$ cat src/rtl/core/ita_pkg.sv
// ---------------------------------------------------------------------------
// ita_pkg
// shared constants, types and digit encoding for integer_to_ascii_radix
// ---------------------------------------------------------------------------
package ita_pkg;

  localparam int VALUE_WIDTH = 64;
  localparam int IN_W        = 64;
  localparam int FMT_W       = 2;
  localparam int CHAR_W      = 8;

  localparam int CONV_STEPS  = (VALUE_WIDTH + 3) / 4;
  localparam int PAD_W       = CONV_STEPS * 4;
  localparam int DEC_DIGITS  = ((VALUE_WIDTH * 1233) >> 12) + 1;
  localparam int DIG_W       = DEC_DIGITS * 4;
  localparam int CNT_W       = $clog2(DEC_DIGITS + 1);
  localparam int STEP_W      = $clog2(CONV_STEPS);

  localparam int Q_DEPTH     = 2;
  localparam int Q_AW        = $clog2(Q_DEPTH);

  localparam logic [FMT_W-1:0] FMT_DEC       = 2'd0;
  localparam logic [FMT_W-1:0] FMT_HEX_LOWER = 2'd1;
  localparam logic [FMT_W-1:0] FMT_HEX_UPPER = 2'd2;

  localparam logic [CHAR_W-1:0] CHAR_ZERO    = 8'h30;
  localparam logic [CHAR_W-1:0] CHAR_LOWER_A = 8'h61;
  localparam logic [CHAR_W-1:0] CHAR_UPPER_A = 8'h41;

  typedef struct packed {
    logic [PAD_W-1:0] value;
    logic             is_hex;
    logic             upper;
  } ita_entry_t;

  function automatic logic [CHAR_W-1:0] digit_char(input logic [3:0] d, input logic upper);
    logic [CHAR_W-1:0] base;
    if (d < 4'd10) begin
      return CHAR_ZERO + {4'b0000, d};
    end
    base = upper ? CHAR_UPPER_A : CHAR_LOWER_A;
    return base + {4'b0000, d} - 8'd10;
  endfunction

endpackage

$ cat src/rtl/core/ita_if.sv
// ---------------------------------------------------------------------------
// ita_if
// valid/ready channel interfaces for values in and characters out
// ---------------------------------------------------------------------------
interface ita_in_if;
  import ita_pkg::*;

  logic             valid;
  logic             ready;
  logic [IN_W-1:0]  value;
  logic [FMT_W-1:0] format;

  modport source (output valid, output value, output format, input ready);
  modport sink (input valid, input value, input format, output ready);
endinterface

interface ita_out_if;
  import ita_pkg::*;

  logic              valid;
  logic              ready;
  logic [CHAR_W-1:0] character;
  logic              last;

  modport source (output valid, output character, output last, input ready);
  modport sink (input valid, input character, input last, output ready);
endinterface

$ cat src/rtl/core/integer_to_ascii_radix.sv
// ---------------------------------------------------------------------------
// integer_to_ascii_radix
// unsigned binary value to ASCII decimal or hexadecimal text
// ---------------------------------------------------------------------------
// in_ch takes one transaction per value: value plus format (decimal, lower-case
// hex, upper-case hex; the unused code converts as decimal). out_ch gives one
// transaction per character, most significant digit first, with last set on
// the final one; zero gives a single '0'.
// A two-entry queue sits behind in_ch, so up to two values are taken while
// the converter is busy. Decimal runs through a shift-and-add-3 unit at four
// bits per cycle; hex needs no conversion. Each value then walks all 20
// digits of the digit register: leading zero digits are dropped at one per
// cycle, and characters leave at one per cycle from an output register while
// out_ch is ready. A stalled out_ch holds its character; the digit walk waits
// at the next digit to send, and in_ch keeps accepting until the queue is
// full. Synchronous reset empties the queue and drops any partly sent value.
// ---------------------------------------------------------------------------
module integer_to_ascii_radix (
  input  logic      clk,
  input  logic      rst_n,
  ita_in_if.sink    in_ch,
  ita_out_if.source out_ch
);
  import ita_pkg::*;

  logic       q_valid;
  logic       q_ready;
  ita_entry_t q_entry;

  ita_front u_front (
    .clk     (clk),
    .rst_n   (rst_n),
    .in_ch   (in_ch),
    .q_valid (q_valid),
    .q_ready (q_ready),
    .q_entry (q_entry)
  );

  ita_back u_back (
    .clk     (clk),
    .rst_n   (rst_n),
    .q_valid (q_valid),
    .q_ready (q_ready),
    .q_entry (q_entry),
    .out_ch  (out_ch)
  );

endmodule

$ cat src/rtl/core/ita_front.sv
// ---------------------------------------------------------------------------
// ita_front
// accepts values, decodes the format and holds them in a two-entry queue
// ---------------------------------------------------------------------------
module ita_front (
  input  logic                clk,
  input  logic                rst_n,
  ita_in_if.sink              in_ch,
  output logic                q_valid,
  input  logic                q_ready,
  output ita_pkg::ita_entry_t q_entry
);
  import ita_pkg::*;

  ita_entry_t      q_r [Q_DEPTH];
  logic [Q_AW-1:0] wr_ptr_r;
  logic [Q_AW-1:0] rd_ptr_r;
  logic [Q_AW:0]   count_r;
  logic [Q_AW:0]   count_nxt;
  ita_entry_t      entry_in;
  logic            push;
  logic            pop;

  always_comb begin
    entry_in.value  = PAD_W'(in_ch.value[VALUE_WIDTH-1:0]);
    entry_in.is_hex = 1'b0;
    entry_in.upper  = 1'b0;
    case (in_ch.format)
      FMT_HEX_LOWER: begin
        entry_in.is_hex = 1'b1;
      end
      FMT_HEX_UPPER: begin
        entry_in.is_hex = 1'b1;
        entry_in.upper  = 1'b1;
      end
      default: begin
        entry_in.is_hex = 1'b0;
      end
    endcase
  end

  assign in_ch.ready = (count_r != (Q_AW + 1)'(Q_DEPTH));
  assign push        = in_ch.valid && in_ch.ready;
  assign q_valid     = (count_r != '0);
  assign pop         = q_valid && q_ready;
  assign q_entry     = q_r[rd_ptr_r];

  always_comb begin
    count_nxt = count_r;
    case ({push, pop})
      2'b10:   count_nxt = count_r + 1'b1;
      2'b01:   count_nxt = count_r - 1'b1;
      default: count_nxt = count_r;
    endcase
  end

  always_ff @(posedge clk) begin
    if (!rst_n) begin
      wr_ptr_r <= '0;
      rd_ptr_r <= '0;
      count_r  <= '0;
    end else begin
      count_r <= count_nxt;
      if (push) begin
        wr_ptr_r <= wr_ptr_r + 1'b1;
      end
      if (pop) begin
        rd_ptr_r <= rd_ptr_r + 1'b1;
      end
    end
  end

  always_ff @(posedge clk) begin
    if (push) begin
      q_r[wr_ptr_r] <= entry_in;
    end
  end

endmodule

$ cat src/rtl/core/ita_back.sv
// ---------------------------------------------------------------------------
// ita_back
// binary to digits to characters, one character per cycle unless stalled
// ---------------------------------------------------------------------------
module ita_back (
  input  logic                clk,
  input  logic                rst_n,
  input  logic                q_valid,
  output logic                q_ready,
  input  ita_pkg::ita_entry_t q_entry,
  ita_out_if.source           out_ch
);
  import ita_pkg::*;

  localparam logic [1:0] ST_IDLE = 2'd0;
  localparam logic [1:0] ST_CONV = 2'd1;
  localparam logic [1:0] ST_EMIT = 2'd2;

  logic [1:0]        state_r,   state_nxt;
  logic [STEP_W-1:0] step_r,    step_nxt;
  logic [CNT_W-1:0]  ndig_r,    ndig_nxt;
  logic              upper_r,   upper_nxt;
  logic              started_r, started_nxt;
  logic [PAD_W-1:0]  bin_r,     bin_nxt;
  logic [DIG_W-1:0]  bcd_r,     bcd_nxt;
  logic              out_valid_r, out_valid_nxt;
  logic [CHAR_W-1:0] char_r,    char_nxt;
  logic              last_r,    last_nxt;

  logic [DIG_W+PAD_W-1:0] dabble_w;
  logic [3:0]             top_digit;
  logic                   slot_free;
  logic                   final_digit;

  function automatic logic [DIG_W+PAD_W-1:0] dabble(input logic [DIG_W+PAD_W-1:0] x);
    logic [DIG_W+PAD_W-1:0] y;
    y = x;
    for (int i = 0; i < DEC_DIGITS; i++) begin
      if (y[PAD_W+4*i +: 4] >= 4'd5) begin
        y[PAD_W+4*i +: 4] = y[PAD_W+4*i +: 4] + 4'd3;
      end
    end
    return y << 1;
  endfunction

  always_comb begin
    dabble_w = {bcd_r, bin_r};
    for (int j = 0; j < 4; j++) begin
      dabble_w = dabble(dabble_w);
    end
  end

  assign top_digit   = bcd_r[DIG_W-1 -: 4];
  assign slot_free   = !out_valid_r || out_ch.ready;
  assign final_digit = (ndig_r == CNT_W'(1));
  assign q_ready     = (state_r == ST_IDLE);

  always_comb begin
    state_nxt     = state_r;
    step_nxt      = step_r;
    ndig_nxt      = ndig_r;
    upper_nxt     = upper_r;
    started_nxt   = started_r;
    bin_nxt       = bin_r;
    bcd_nxt       = bcd_r;
    char_nxt      = char_r;
    last_nxt      = last_r;
    out_valid_nxt = out_valid_r && !out_ch.ready;
    case (state_r)
      ST_IDLE: begin
        if (q_valid) begin
          upper_nxt   = q_entry.upper;
          started_nxt = 1'b0;
          ndig_nxt    = CNT_W'(DEC_DIGITS);
          if (q_entry.is_hex) begin
            bcd_nxt   = DIG_W'(q_entry.value);
            state_nxt = ST_EMIT;
          end else begin
            bin_nxt   = q_entry.value;
            bcd_nxt   = '0;
            step_nxt  = STEP_W'(CONV_STEPS - 1);
            state_nxt = ST_CONV;
          end
        end
      end
      ST_CONV: begin
        {bcd_nxt, bin_nxt} = dabble_w;
        if (step_r == '0) begin
          state_nxt = ST_EMIT;
        end else begin
          step_nxt = step_r - 1'b1;
        end
      end
      ST_EMIT: begin
        if (!started_r && top_digit == 4'd0 && !final_digit) begin
          bcd_nxt  = bcd_r << 4;
          ndig_nxt = ndig_r - 1'b1;
        end else if (slot_free) begin
          out_valid_nxt = 1'b1;
          char_nxt      = digit_char(top_digit, upper_r);
          last_nxt      = final_digit;
          started_nxt   = 1'b1;
          bcd_nxt       = bcd_r << 4;
          ndig_nxt      = ndig_r - 1'b1;
          if (final_digit) begin
            state_nxt = ST_IDLE;
          end
        end
      end
      default: begin
        state_nxt = ST_IDLE;
      end
    endcase
  end

  always_ff @(posedge clk) begin
    if (!rst_n) begin
      state_r     <= ST_IDLE;
      out_valid_r <= 1'b0;
    end else begin
      state_r     <= state_nxt;
      out_valid_r <= out_valid_nxt;
    end
  end

  always_ff @(posedge clk) begin
    step_r    <= step_nxt;
    ndig_r    <= ndig_nxt;
    upper_r   <= upper_nxt;
    started_r <= started_nxt;
    bin_r     <= bin_nxt;
    bcd_r     <= bcd_nxt;
    char_r    <= char_nxt;
    last_r    <= last_nxt;
  end

  assign out_ch.valid     = out_valid_r;
  assign out_ch.character = char_r;
  assign out_ch.last      = last_r;

endmodule

$ cat src/flat_wrapper.sv
// flat-port wrapper written by rule: the top's interface ports become plain ports
module integer_to_ascii_radix_flat import ita_pkg::*;
  (clk, rst_n, in_ch_valid, in_ch_value, in_ch_format, in_ch_ready, out_ch_valid, out_ch_character, out_ch_last, out_ch_ready);
  ita_in_if in_ch_i ();
  ita_out_if out_ch_i ();
  input  logic clk;
  input  logic rst_n;
  input wire logic [$bits(in_ch_i.valid)-1:0] in_ch_valid;
  input wire logic [$bits(in_ch_i.value)-1:0] in_ch_value;
  input wire logic [$bits(in_ch_i.format)-1:0] in_ch_format;
  output wire logic [$bits(in_ch_i.ready)-1:0] in_ch_ready;
  output wire logic [$bits(out_ch_i.valid)-1:0] out_ch_valid;
  output wire logic [$bits(out_ch_i.character)-1:0] out_ch_character;
  output wire logic [$bits(out_ch_i.last)-1:0] out_ch_last;
  input wire logic [$bits(out_ch_i.ready)-1:0] out_ch_ready;
  assign in_ch_i.valid = in_ch_valid;
  assign in_ch_i.value = in_ch_value;
  assign in_ch_i.format = in_ch_format;
  assign in_ch_ready = in_ch_i.ready;
  assign out_ch_valid = out_ch_i.valid;
  assign out_ch_character = out_ch_i.character;
  assign out_ch_last = out_ch_i.last;
  assign out_ch_i.ready = out_ch_ready;
  integer_to_ascii_radix u_core (.clk(clk), .rst_n(rst_n), .in_ch(in_ch_i), .out_ch(out_ch_i));
endmodule
$ cat config.mk
export PLATFORM = sky130hd
export DESIGN_NAME = integer_to_ascii_radix_flat
export DESIGN_NICKNAME = d
export VERILOG_FILES = /design/src/rtl/core/ita_pkg.sv /design/src/rtl/core/ita_if.sv /design/src/rtl/core/integer_to_ascii_radix.sv /design/src/rtl/core/ita_front.sv /design/src/rtl/core/ita_back.sv /design/src/flat_wrapper.sv
export SDC_FILE = /design/constraint.sdc
export NUM_CORES = 1
export LEC_CHECK = 0
export ABC_AREA = 1
export BUFFER_PORTS_ARGS = -buffer_cell sky130_fd_sc_hd__buf_2
export CORE_UTILIZATION = 45
export CTS_CLUSTER_DIAMETER = 80
export CTS_CLUSTER_SIZE = 30
export DETAILED_ROUTE_END_ITERATION = 8
export PLACE_DENSITY_LB_ADDON = 0.3
export SYNTH_ARGS = -nofsm -noshare
export SYNTH_HDL_FRONTEND = slang
export SYNTH_SLANG_ARGS = --single-unit
$ cat constraint.sdc
create_clock -name clk -period 10.39 [get_ports clk]
set_input_delay 1.039 -clock clk [delete_from_list [all_inputs] [get_ports clk]]
set_output_delay 1.039 -clock clk [all_outputs]
set_load 0.01 [all_outputs]
==> results.toml, run 1 <==
[status]
status = "complete, but fails checks"
failed_checks = "design-rule violations"

[logic_synthesis]
synth_edf_count = 295
synthFlopType = "edfxtp_1"
synth_fp_nets = 2612
syn_area_um2 = 20230
synthCells = 2431
ys.warnings.count = 0
ys_async_sr_fraction_pct = 0
synth_cell_types = 49
synth_area_per_cell_um2 = 8.322
ys_seq_elements = 303
ys_seq_area_share_pct = 44.58

[floorplan]
die_w_um = 214.0
die_h_um = 214.0
std_cell_rows = 77
core_um2 = 44320
die_area_um2 = 45810
start_util_pct = 45.65
ioPinCount = 81

[routing]
viasPerCell = 5.271
drtIter0Drc = 897
postRouteAntennaNets = 0
postRouteWirelength_um = 45250
wire_per_inst_um = 14.55
route.detailed.drc = 1
num_vias = 16389
firstDrtPassIters = 7

[clock_network]
cts_resized = 0
tritoncts = "yes"
clockBufferDepth = 3
hold_buffers = 0
cts_buffers = 22
h-tree-depth = 1
numClockSinks = 303
cts-root-buf = "clkbuf_16"
cts_setup_buffers = 0
worstSkewPairLatency_ps = 570
clkTransAtPathRegs_ps = 110

[global_routing]
grt_pass1_vias = 15962
grt_max_degree = 76
busiest_layer = "met2"
antenna_found_initial = 1
gr-total-overflow = 0
met2_usage_pct = 33.92
grtUsageMet1_pct = 25.14
grtUsageMet3_pct = 2.227
grt_use_total_pct = 19.44
grt_pass1_wl_um = 74590

[layout]
nets = 2681
drive_gt1_share_pct = 10.17
synthToLayoutAreaGrowth_pct = 9.561
mostFrequentLayoutCell = "nand2_1"
utilization_pct = 50.01
layout_common_cells = "nand2_1, inv_1, edfxtp_1"

[place]
post-dp-hpwl_um = 32420
place_worst_setup_slack_ps = 6347
place_congestion = 0.8606
io_buffers = 79

[sta]
maxSlewHeadroom_pct = 23.95
layout_setup_ws_ps = 6268
tns_ps = 0
skew_ps = 29.26
setup_viol = 0
rsz0062_at_grt = "no"
finalHoldViolCount = 0
tightestPinTransition_ps = 1135
drv_slew = 0
period_share_pct = 39.67
period_minus_slack_ps = 4122
fmax_ghz = 0.2426

[critical_path]
critPathKind = "flop to flop"
cp.required_ps = 10710
cp_max_fo = 4
cp.arrival_ps = 4440
cp_slowest_cell = "edfxtp_1"
max_stage_delay_ps = 440
worst-path-buf-inv = 8
cp-end-kind = "flop"
startpoint_type = "flop"
crit_family = "simple AND/OR/NAND/NOR gates"

[worst_hold_path]
hold_path_class = "flop to flop"

[job]
cap_violations = 0
[kinds of logic after synthesis]
kind of cell,after synthesis,share of synthesized area [%]
and+or+nand+nor,1220,27.60
buffers and inverters,372,7.075
AOI/OAI and AO/OA,328,9.036
DFF,303,44.58
adders and majority gates,111,6.865
muxes,66,3.272
xor gates and xnor gates,30,1.559
other,1,0.01854
[path summary, 6_finish.rpt]
path / cells past startpoint / slack [ps] / end / startpoint
worst min register to register: 1 / 470 / flop / u_core.u_front.rd_ptr_r$_SDFFE_PN0P_
worst max register to register: 28 / 6270 / u_core.u_back.bcd_r[65]$_SDFFCE_PP0P_ / u_core.u_back.bcd_r[64]$_SDFFCE_PP0P_
worst max-delay path: 28 / 6270 / u_core.u_back.bcd_r[65]$_SDFFCE_PP0P_ / u_core.u_back.bcd_r[64]$_SDFFCE_PP0P_
worst min-delay path: 1 / 470 / flop / u_core.u_front.rd_ptr_r$_SDFFE_PN0P_
[cell usage after synthesis (9+ instances only)]
cell type  count  share of area (%)
xor2_1        16               0.69
ha_1         111                6.9
nand2_1      680                 13
a21oi_1      100                2.5
o211ai_1      12               0.45
o21ai_0      126                3.1
nor2_1       104                1.9
clkbuf_1      30               0.56
o21ai_1       44                1.1
inv_1        324                6.0
edfxtp_1     295                 44
nand4_1       89                2.8
nand3_2       29                1.4
nand2_2       50                1.5
mux2i_1       65                3.2
nand3_1      211                5.2
and2_1        24               0.74
o21ai_2        9               0.39
[layout make-up]
| class | count | area [um^2] |
|---|---|---|
| Inverter | 328 | 1231 |
| Tap cell | 592 | 740.7 |
| Clock buffer | 25 | 583.1 |
| Antenna cell | 1 | 2.502 |
| Multi-Input combinational cell | 1756 | 9826 |
| Fill cell | 4181 | 22150 |
| Sequential cell | 303 | 9022 |
| Clock inverter | 15 | 289.0 |
| Timing Repair Buffer | 89 | 470.5 |
[flip-flops by register name, indices dropped and copies added, names as in the netlist, named ones only]
name / count
u_core.u_front.rd_ptr_r: 1
u_core.u_back.out_ch.last: 1
u_core.u_back.state_r: 2
u_core.u_front.count_r: 2
u_core.u_back.out_ch.character: 7
u_core.u_back.step_r: 4
u_core.u_back.out_ch.valid: 1
u_core.u_back.upper_r: 1
u_core.u_front.q_r: 132
u_core.u_back.bin_r: 64
u_core.u_back.bcd_r: 80
u_core.u_front.wr_ptr_r: 1
u_core.u_back.ndig_r: 5
u_core.u_back.started_r: 1
[layer usage]
| layer | vias to the layer above | share of wire, % |
|---|---|---|
| met1 | 7656 | 46 |
| met4 | 0 | 2.8 |
| met3 | 82 | 3.5 |
| met2 | 281 | 48 |
| met5 | - | 0 |
| li1 | 8370 | - |
[stage by stage]
step	instance area [um^2]	hold WS (ps)	cells
6_report	22170	465.6	3109
2_1_floorplan	20230	425.5	2431
4_1_cts	22160	456.0	3108
3_3_place_gp	21290	428.5	3068
5_1_grt	22170	503.4	3109
3_5_place_dp	21290	436.2	3068
Power of run 1 is left out: the tool's default activity adds up to more than one toggle a clock period on the data nets, which glitch-free logic cannot reach.
==> run 2, diff against run 1 <==
==> constraint.sdc (replaced) <==
create_clock -name clk -period 4.1 [get_ports clk]
set_input_delay 0.41 -clock clk [delete_from_list [all_inputs] [get_ports clk]]
set_output_delay 0.41 -clock clk [all_outputs]
set_load 0.01 [all_outputs]
==> run 2 against run 1 <==
Effect of this change:
- the run now ends clean
- sequential share of layout area decreased by 0.41 points
- global-route usage decreased by 0.10 points
- routed wire length decreased by 0.27%
- die area unchanged
- via count increased by 0.69%
- register-to-register slack got worse by 6000 ps
- design area increased by 1.0%
- core utilization increased by 0.51 points
- worst setup slack got worse by 6000 ps
- cell count increased by 0.29%
- clock skew increased by 4.8 ps
- critical path type unchanged
==> results.toml, run 2 (same netlist as run 1, synthesis figures left out) <==
[critical_path]
cp-end-kind = "flop"
max_stage_delay_ps = 440
cp.required_ps = 4450
cp_max_fo = 4
startpoint_type = "flop"
path_common_cell = "nand2_1"
cp_slowest_cell = "edfxtp_1"
critPathKind = "flop to flop"
cp.arrival_ps = 4160

[sta]
fmax_ghz = 0.2622
drv_slew = 0
maxSlewHeadroom_pct = 31.10
tightestPinTransition_ps = 1031
tns_ps = 0
period_share_pct = 93.03
period_minus_slack_ps = 3814
skew_ps = 34.03
finalHoldViolCount = 0
setup_viol = 0

[clock_network]
numClockSinks = 303
cts-root-buf = "clkbuf_16"
h-tree-depth = 1
cts_buffers = 21
clockBufferDepth = 3
worstSkewPairLatency_ps = 580
clkTransAtPathRegs_ps = 120
tritoncts = "yes"

[global_routing]
grt_max_degree = 81
grt_pass1_vias = 15694
gr-total-overflow = 0
antenna_found_initial = 0
grt_pass1_wl_um = 73550
grt_use_total_pct = 19.34

[routing]
wl_met2_um = 21990
postRouteWirelength_um = 45130
top_layer = "met4"
wl_met3_um = 1783
viasPerCell = 5.292
wire_per_inst_um = 14.47
num_vias = 16502
postRouteAntennaNets = 0
route.detailed.drc = 0
firstDrtPassIters = 5
wl_met1_um = 20200
drtIter0Drc = 947

[layout]
n_fill_cell = 4131
nets = 2692
largest_reg_flops = 132
largest_register = "u_core.u_front.q_r"
largestRegisters = "u_core.u_front.q_r (132), u_core.u_back.bcd_r (80), u_core.u_back.bin_r (64)"
layout_common_cells = "nand2_1, inv_1, edfxtp_1"
diodes = 0
synthToLayoutAreaGrowth_pct = 10.67
drive_gt1_share_pct = 11.68
mostFrequentLayoutCell = "nand2_1"

[floorplan]
ioPinCount = 81
die_area_um2 = 45810
die_h_um = 214.0
std_cell_rows = 77
die_w_um = 214.0
core_um2 = 44320
start_util_pct = 45.65

[place]
place_congestion = 0.8717
post-dp-hpwl_um = 32260
io_buffers = 79

[status]
status = "completed"

[worst_hold_path]
hold_path_class = "input port to flop"

[job]
cap_violations = 0
## run 2: cell types whose count changed in the layout (fill, tap and decap cells not counted), moves of 3 or more
cell     delta
nand2_2     +3
ha_1        -3
nand2_1     -3
inv_1       -9
xor2_1      -7
inv_2       +9
ha_2        +3
buf_12      +5
xor2_2      +7
buf_4       +5
## run 2: final timing paths
path                                          from                               endpoint  slack [ps]  cells after the start
max          u_core.u_back.bcd_r[65]$_SDFFCE_PP0P_  u_core.u_back.bcd_r[65]$_SDFFCE_PP0P_         290                     28
min                                in_ch_value[61]    u_core.u_front.q_r[0][63]$_DFFE_PP_          20                      1
max reg2reg  u_core.u_back.bcd_r[65]$_SDFFCE_PP0P_  u_core.u_back.bcd_r[65]$_SDFFCE_PP0P_         290                     28
min reg2reg   u_core.u_front.rd_ptr_r$_SDFFE_PN0P_   u_core.u_front.rd_ptr_r$_SDFFE_PN0P_         460                      1
## run 2: area by class of cell
cell class | count | area, um^2 | share of cell area [%]
clock buffers | 21 | 525.5 | 2.347
well taps | 592 | 740.7 | 3.308
multi-input cells | 1756 | 9938 | 44.39
flip-flops and latches | 303 | 9022 | 40.30
repair buffers | 101 | 628.1 | 2.805
inverters | 328 | 1231 | 5.499
clock inverters | 17 | 304.0 | 1.358
## run 2: repair_timing
| action | CTS | global route |
|---|---|---|
| hold buffers | 1 | 1 |
| endpoints found under the setup margin | 0 | 13 |
| buffers inserted | 0 | 9 |
| gates resized for setup | 0 | 31 |
| endpoints found under the hold margin | 2 | 2 |
## run 2: worst max-delay path, delay by kind of cell, from the launching register on
kind            cells  cell delay, ps
compound gates      2             200
xor+xnor            2             410
fa+ha+maj           4             730
buf+inv             8             550
flops               1             440
simple gates       12            1260
## run 2: metrics by stage
step	util, %	setup WS (ps)	cell area, um^2	instances	hold WS [ps]
6_report	50.52	285.6	22390	3118	22.92
4_1_cts	50.11	59.74	22210	3108	1.536
5_1_grt	50.52	-39.29	22390	3118	0.4737
2_1_floorplan	-	137.8	20250	2431	425.5
3_5_place_dp	48.21	84.22	21370	3069	439.2
3_3_place_gp	48.21	305.1	21370	3069	428.0
## run 2: routing by layer
layer,vias up,GRT usage (%)
li1,8393,-
met1,7725,24.39
met2,310,34.30
met3,74,2.085
met4,0,6.691
met5,-,0
Power of run 2 is left out for the same reason.
